--- config.mk ---
export PLATFORM = sky130hd
export DESIGN_NAME = plc_result_fifo
export DESIGN_NICKNAME = d
export VERILOG_FILES = /design/src/rtl/plc_pkg.sv /design/src/rtl/plc_result_fifo.sv
export SDC_FILE = /design/constraint.sdc
export NUM_CORES = 1
export LEC_CHECK = 0
export ABC_AREA = 1
export CAP_MARGIN = 20
export CORE_AREA = 2 2 127 221
export DETAILED_ROUTE_END_ITERATION = 6
export DIE_AREA = 0 0 129 223
export DONT_BUFFER_PORTS = 1
export PLACE_DENSITY = 0.45
export SLEW_MARGIN = 20
export SYNTH_ARGS = -nofsm -noshare
export SYNTH_HDL_FRONTEND = slang
export SYNTH_SLANG_ARGS = --single-unit
--- constraint.sdc ---
create_clock -name clk -period 8.3 [get_ports clk]
set_clock_uncertainty 0.1 [all_clocks]
set_input_delay 0.415 -clock clk [delete_from_list [all_inputs] [get_ports clk]]
set_output_delay 0.415 -clock clk [all_outputs]
set_load 0.05 [all_outputs]
--- src/rtl/plc_pkg.sv ---
// ----------------------------------------------------------------------------
// plc_pkg
// Shared constants and types for the pedestal/table correcting window framer.
// ----------------------------------------------------------------------------
package plc_pkg;

    // Default geometry of the pedestal store and transfer table
    localparam int DEF_WINDOW_COUNT = 512;
    localparam int DEF_ROW_COUNT    = 16;
    localparam int DEF_COLUMN_COUNT = 32;
    localparam int DEF_TABLE_DEPTH  = 2048;

    // Stream widths (fixed by the item fields)
    localparam int S_TDATA_W = 72;
    localparam int S_TUSER_W = 2;
    localparam int M_TDATA_W = 16;
    localparam int M_TUSER_W = 1;
    localparam int CFG_W     = 16;

    // Frame marker words
    localparam logic [15:0] HEADER_WORD  = 16'hAA55;
    localparam logic [15:0] TRAILER_WORD = 16'hCC33;

    // Result queue depth, power of two
    localparam int RES_FIFO_DEPTH = 8;

    // Operation codes carried in s_axis_tuser
    typedef enum logic [1:0] {
        OP_PED_LOAD = 2'd0,
        OP_TBL_LOAD = 2'd1,
        OP_HEADER   = 2'd2,
        OP_SAMPLE   = 2'd3
    } op_t;

    typedef struct packed {
        logic [15:0] word;
        logic        error;
        logic        last;
    } result_t;

    // Up to two results written into the queue per cycle; res1 only with res0
    typedef struct packed {
        logic    valid0;
        logic    valid1;
        result_t res0;
        result_t res1;
    } push_t;

endpackage

--- src/rtl/plc_result_fifo.sv ---
// ----------------------------------------------------------------------------
// plc_result_fifo
// Small result queue: two writes and one read per cycle, head shown directly.
// ----------------------------------------------------------------------------
module plc_result_fifo
(
    input  logic             clk,
    input  logic             rst_n,
    input  plc_pkg::push_t   push,
    input  logic             pop,
    output plc_pkg::result_t head,
    output logic             not_empty,
    output logic [$clog2(plc_pkg::RES_FIFO_DEPTH+1)-1:0] count
);

    localparam int DEPTH = plc_pkg::RES_FIFO_DEPTH;
    localparam int PTR_W = $clog2(DEPTH);
    localparam int CNT_W = $clog2(DEPTH+1);

    plc_pkg::result_t fifo_mem [DEPTH];

    logic [PTR_W-1:0] wr_ptr_reg;
    logic [PTR_W-1:0] wr_ptr_next;
    logic [PTR_W-1:0] rd_ptr_reg;
    logic [PTR_W-1:0] rd_ptr_next;
    logic [CNT_W-1:0] count_reg;
    logic [CNT_W-1:0] count_next;
    logic [1:0]       push_num;

    assign push_num    = {1'b0, push.valid0} + {1'b0, push.valid1};
    assign wr_ptr_next = wr_ptr_reg + PTR_W'(push_num);
    assign rd_ptr_next = rd_ptr_reg + PTR_W'(pop);
    assign count_next  = count_reg + CNT_W'(push_num) - CNT_W'(pop);

    always_ff @(posedge clk or negedge rst_n)
    begin
        if (!rst_n)
        begin
            wr_ptr_reg <= '0;
            rd_ptr_reg <= '0;
            count_reg  <= '0;
        end
        else
        begin
            wr_ptr_reg <= wr_ptr_next;
            rd_ptr_reg <= rd_ptr_next;
            count_reg  <= count_next;
        end
    end

    always_ff @(posedge clk)
    begin
        if (push.valid0)
        begin
            fifo_mem[wr_ptr_reg] <= push.res0;
        end
        if (push.valid1)
        begin
            fifo_mem[wr_ptr_reg + PTR_W'(1)] <= push.res1;
        end
    end

    assign head      = fifo_mem[rd_ptr_reg];
    assign not_empty = (count_reg != '0);
    assign count     = count_reg;

endmodule

# Yosys cells after proc, flatten, opt, wreduce, memory -nomap -nowiden

Memories as Yosys holds them, arrays and structs flattened.
Cells that the tools add are included.

Flip-flop bits (word level): 10
Memory bits (read-only): 0
Memories: 1
Bits of input ports: 41
Latch bits: 0
RAM bits: 144

Memories:

| memory   | words | bits a word | rd ports | clocked after memory_dff | wr ports | RTL line              | text |
|---|---|---|---|---|---|---|---|
| fifo_mem | 8     | 18          | 1        | 0                        | 2        | plc_result_fifo.sv:20 | `plc_pkg::result_t fifo_mem [DEPTH];` |

Mux-type cells: 4
Shift-type cells: 0
Equal/unequal tests: 0
Multiply operators: 0
$lt $le $gt $ge: 0
Divide/modulo/power cells: 0
Reductions and logical operators: 1
Add/sub/neg operators: 6
Bitwise operators: 0

Operator list:

| operator            | number |
|---|---|
| $add 4x2->4         | 1 |
| $mux 1              | 4 |
| $reduce_bool 4->1   | 1 |
| $sub 4x1->4         | 1 |
| $add 3x1->3         | 1 |
| $add 3x1->3 const B | 1 |
| $add 3x2->3         | 1 |
| $add 1x1->2         | 1 |

# Depth between registers and ports, before layout

Word-level depth: 3
Depth in mapped cells: 9
Gate-level depth less buffers: 8

# Worst setup path before layout

OpenSTA, ideal clock, no wires.

Path type: register to register
Start point: reg wr_ptr_reg[0]
End point: mem fifo_mem[5][0] (netlist bit), enable pin
Buffers on the path: 3
Data required time: 7.782 ns
Slack: 5.660 ns
Data arrival time: 2.122 ns
Period minus slack after synthesis: 2.640 ns
Cell stages (with the launch flop): 8
Setup time: 0.418 ns
Cell sequence: dfrtp_1 -> ha_1 -> buf_2 -> inv_2 -> buf_2 -> nand3_4 -> buf_2 -> o21ai_0

RTL lines:

| item                   | RTL line              | text |
|---|---|---|
| start, declared        | plc_result_fifo.sv:22 | `logic [PTR_W-1:0] wr_ptr_reg;` |
| start signal, assigned | plc_result_fifo.sv:45 | `wr_ptr_reg <= wr_ptr_next;` |
| end, declared          | plc_result_fifo.sv:20 |  |

==> metrics.cfg <==
[worst_setup_path]
worst_ep_required_time_ps = 8270
worst_setup_path_end_kind = flop
critical_path.startpoint = wr_ptr_reg[0]
worst_r2r_startpoint = wr_ptr_reg[0]
critPathArrivalTime_ps = 3640
cp_max_fo = 39
critPathKind = flop to flop
critical_path_start_type = flop

[sta]
achievable-frequency_ghz = 0.273
worst_slew_pin_slew_ps = 1050
worst_slew_margin_rel_pct = 29.8
hold_viol_final = 0
setup_repair_after_global_routing_missed_its_margin = no
final_setup_violating_endpoints = 0
fin_worst_hold_slack_ps = 19.5
timing.final.max_slew_violations = 0
fin_crit_sh_pct = 44.2
totalNegativeSetupSlack_ps = 0
period_needed_ps = 3670

[detailed_routing]
drcViolationCount = 0
post_detailed_route_count_of_antenna_violating_nets = 0
wire_per_inst_um = 19.5
firstDrtPassIters = 5
drt-total-wl_mm = 29.7
number_of_drc_markers_in_iteration_0 = 608
routed-via-count = 7725
via_per_inst = 5.07

[synth]
post_synth_inst_count = 1228
ys_types = 29
postSynthRegisterBits = 154
synth-edff-count = 144
yosysTopAreaCellShare_pct = 45.3
cells_taking_the_most_area_after_synthesis = sky130_fd_sc_hd__edfxtp_1 45%, sky130_fd_sc_hd__nand2_1 20%, sky130_fd_sc_hd__nand4_1 9.4%
syn-num-nets = 1282
post_synthesis_sequential_area_ratio_pct = 47.9
synth_top_flop_cell = sky130_fd_sc_hd__edfxtp_1
yosysWarnings = 0
synth_top_area_cell = sky130_fd_sc_hd__edfxtp_1
synth_async_sr_flop_share_pct = 6.49
syn_avg_cell_area_um2 = 7.78
post_synthesis_instance_area_um2 = 9560

[floorplanning]
floorplan.io_pins = 64
initial_utilization_pct = 35.2
die-width_um = 129
num_rows = 80
core_region_area_um2 = 27100
fp.dieArea_um2 = 28800
chipHeight_um = 223

[cts]
source_to_sink_clock_delay_at_the_later_pin_of_the_worst_skew_pair_ps = 440
post_cts.repair.setup_buffers = 0
tritoncts.num_buffers = 17
clkSinkCount = 154
h-tree-depth = 4
cell_at_the_root_of_the_clock_tree = sky130_fd_sc_hd__clkbuf_16
cts_tree = done
cts_repair_resize_count = 0
cts.path.max_buffers = 2
clk_transition_reported_paths_ps = 60

[job]
drv.max_cap_violation_count = 0

[power_and_ir_drop]
total_leakage_power_nw = 4.82
powerDensity_nw_per_um2 = 426
ir_worst_vdd_mv = 0.318
report.power.total_mw = 4.31

[layout]
multi_input_area_um2 = 3810
n_fill_cell = 2837
max_ffs_per_register = 144
post_layout_nonfiller_instances = 1524
most-common-layout-cells = 516 x sky130_fd_sc_hd__nand2_1, 160 x sky130_fd_sc_hd__inv_1, 144 x sky130_fd_sc_hd__nand4_1, 144 x sky130_fd_sc_hd__edfxtp_1, 73 x sky130_fd_sc_hd__nand3_1
antenna_cells_inserted = 0
seqCellArea_um2 = 4580
layout.cells.most_common = sky130_fd_sc_hd__nand2_1
area_growth_syn_to_layout_pct = 5.91
post_route_cells_drive_above_1_share_pct = 7.01
num-nets-final = 1197

[global_routing]
total_routing_usage_gr_pct = 21.6
grt_antenna_before_repair = 0
grt_pass1_vias = 7542
grt_start_max_net_pins = 77
gr-total-overflow = 0
wire_length_of_the_first_global_routing_pass_mm = 46.0

[placement]
numPlacedInstances = 1492
routabilityCongestion = 0.772
detailedPlacementHpwl_mm = 19.1
portBuffers = 0

[worst_hold_path]
class_of_the_tightest_hold_or_removal_check = input pin to flop
worst_hold_startpoint = pop

[status]
run_status = finished clean

==> power breakdown <==
group / internal [mW] / leakage (nW) / switching [mW] / total, mW
Sequential: 1.19 / 1.44 / 0.132 / 1.33
Clock: 0.433 / 0.268 / 0.316 / 0.749
Combinational: 0.443 / 3.11 / 1.79 / 2.23
Total: 2.07 / 4.82 / 2.24 / 4.31
==> cell usage after synthesis (5+ instances only) <==
library cell,number
sky130_fd_sc_hd__inv_1,160
sky130_fd_sc_hd__ha_1,11
sky130_fd_sc_hd__edfxtp_1,144
sky130_fd_sc_hd__dfrtp_1,10
sky130_fd_sc_hd__nand2_4,10
sky130_fd_sc_hd__nand2_2,11
sky130_fd_sc_hd__buf_2,67
sky130_fd_sc_hd__clkbuf_1,16
sky130_fd_sc_hd__o21ai_0,5
sky130_fd_sc_hd__nand2_1,516
sky130_fd_sc_hd__clkbuf_2,17
sky130_fd_sc_hd__nand3_1,73
sky130_fd_sc_hd__buf_1,13
sky130_fd_sc_hd__nand4_1,144
==> routing by layer <==
metal  share of wire (%)  global-route usage (%)  up-vias
met5                   0                       0        -
met4                 2.3                    7.36        0
met3                 5.1                    3.55       39
met2                  51                    36.3      208
met1                  42                    28.0     3687
li1                    -                       -     3791
==> path summary, 6_finish.rpt <==
path	to	slack (ps)	cells past startpoint
max	fifo_mem[4][9]	4630	6
min	rd_ptr_reg[0]	20	1
max reg2reg	fifo_mem[4][9]	4630	6
min reg2reg	wr_ptr_reg[2]	490	1
max in group asynchronous	rd_ptr_reg[0]	7500	1
min in group asynchronous	count[1]	260	1
==> logic make-up (layout without fill, tap and decap cells) <==
| kind of cell | count (synthesis) | in the layout | share of synthesized area (%) |
|---|---|---|---|
| adder cells (fa/ha/maj) | 13 | 13 | 1.86 |
| flip-flops | 154 | 154 | 47.9 |
| XOR/XNOR | 4 | 4 | 0.367 |
| buffers and inverters | 284 | 211 | 12.7 |
| AND/OR/NAND/NOR | 764 | 764 | 36.7 |
| AO/OA/AOI/OAI | 9 | 9 | 0.511 |
==> critical path: stages, from the launching register on <==
cell,delay [ps]
sky130_fd_sc_hd__dfrtp_1,470
sky130_fd_sc_hd__ha_2,320
sky130_fd_sc_hd__buf_4,280
sky130_fd_sc_hd__inv_2,560
sky130_fd_sc_hd__buf_4,510
sky130_fd_sc_hd__nand3_2,460
sky130_fd_sc_hd__o21ai_2,580
==> through the flow <==
| stage | utilization [%] | instance area [um^2] | worst slack (ps) |
|---|---|---|---|
| after floorplan | - | 9560 | 5660 |
| after CTS | 37.3 | 10100 | 4590 |
| final | 37.3 | 10100 | 4630 |
| after detailed placement | 35.2 | 9560 | 4610 |
| after global routing | 37.3 | 10100 | 4360 |
| after global placement | 35.2 | 9550 | 4640 |
==> layout make-up <==
class	count	share of cell area (%)
Sequential cell	154	45.2
Multi-Input combinational cell	790	37.6
Inverter	166	6.16
Tap cell	369	4.56
Clock buffer	19	4.28
Timing Repair Buffer	14	1.10
Clock inverter	12	1.06
==> timing repair <==
item,CTS,global route
endpoints found under the setup margin,0,0
hold buffers,1,0
hold endpoints to repair,10,0
Note: power is estimated with default switching activity, not from simulation.
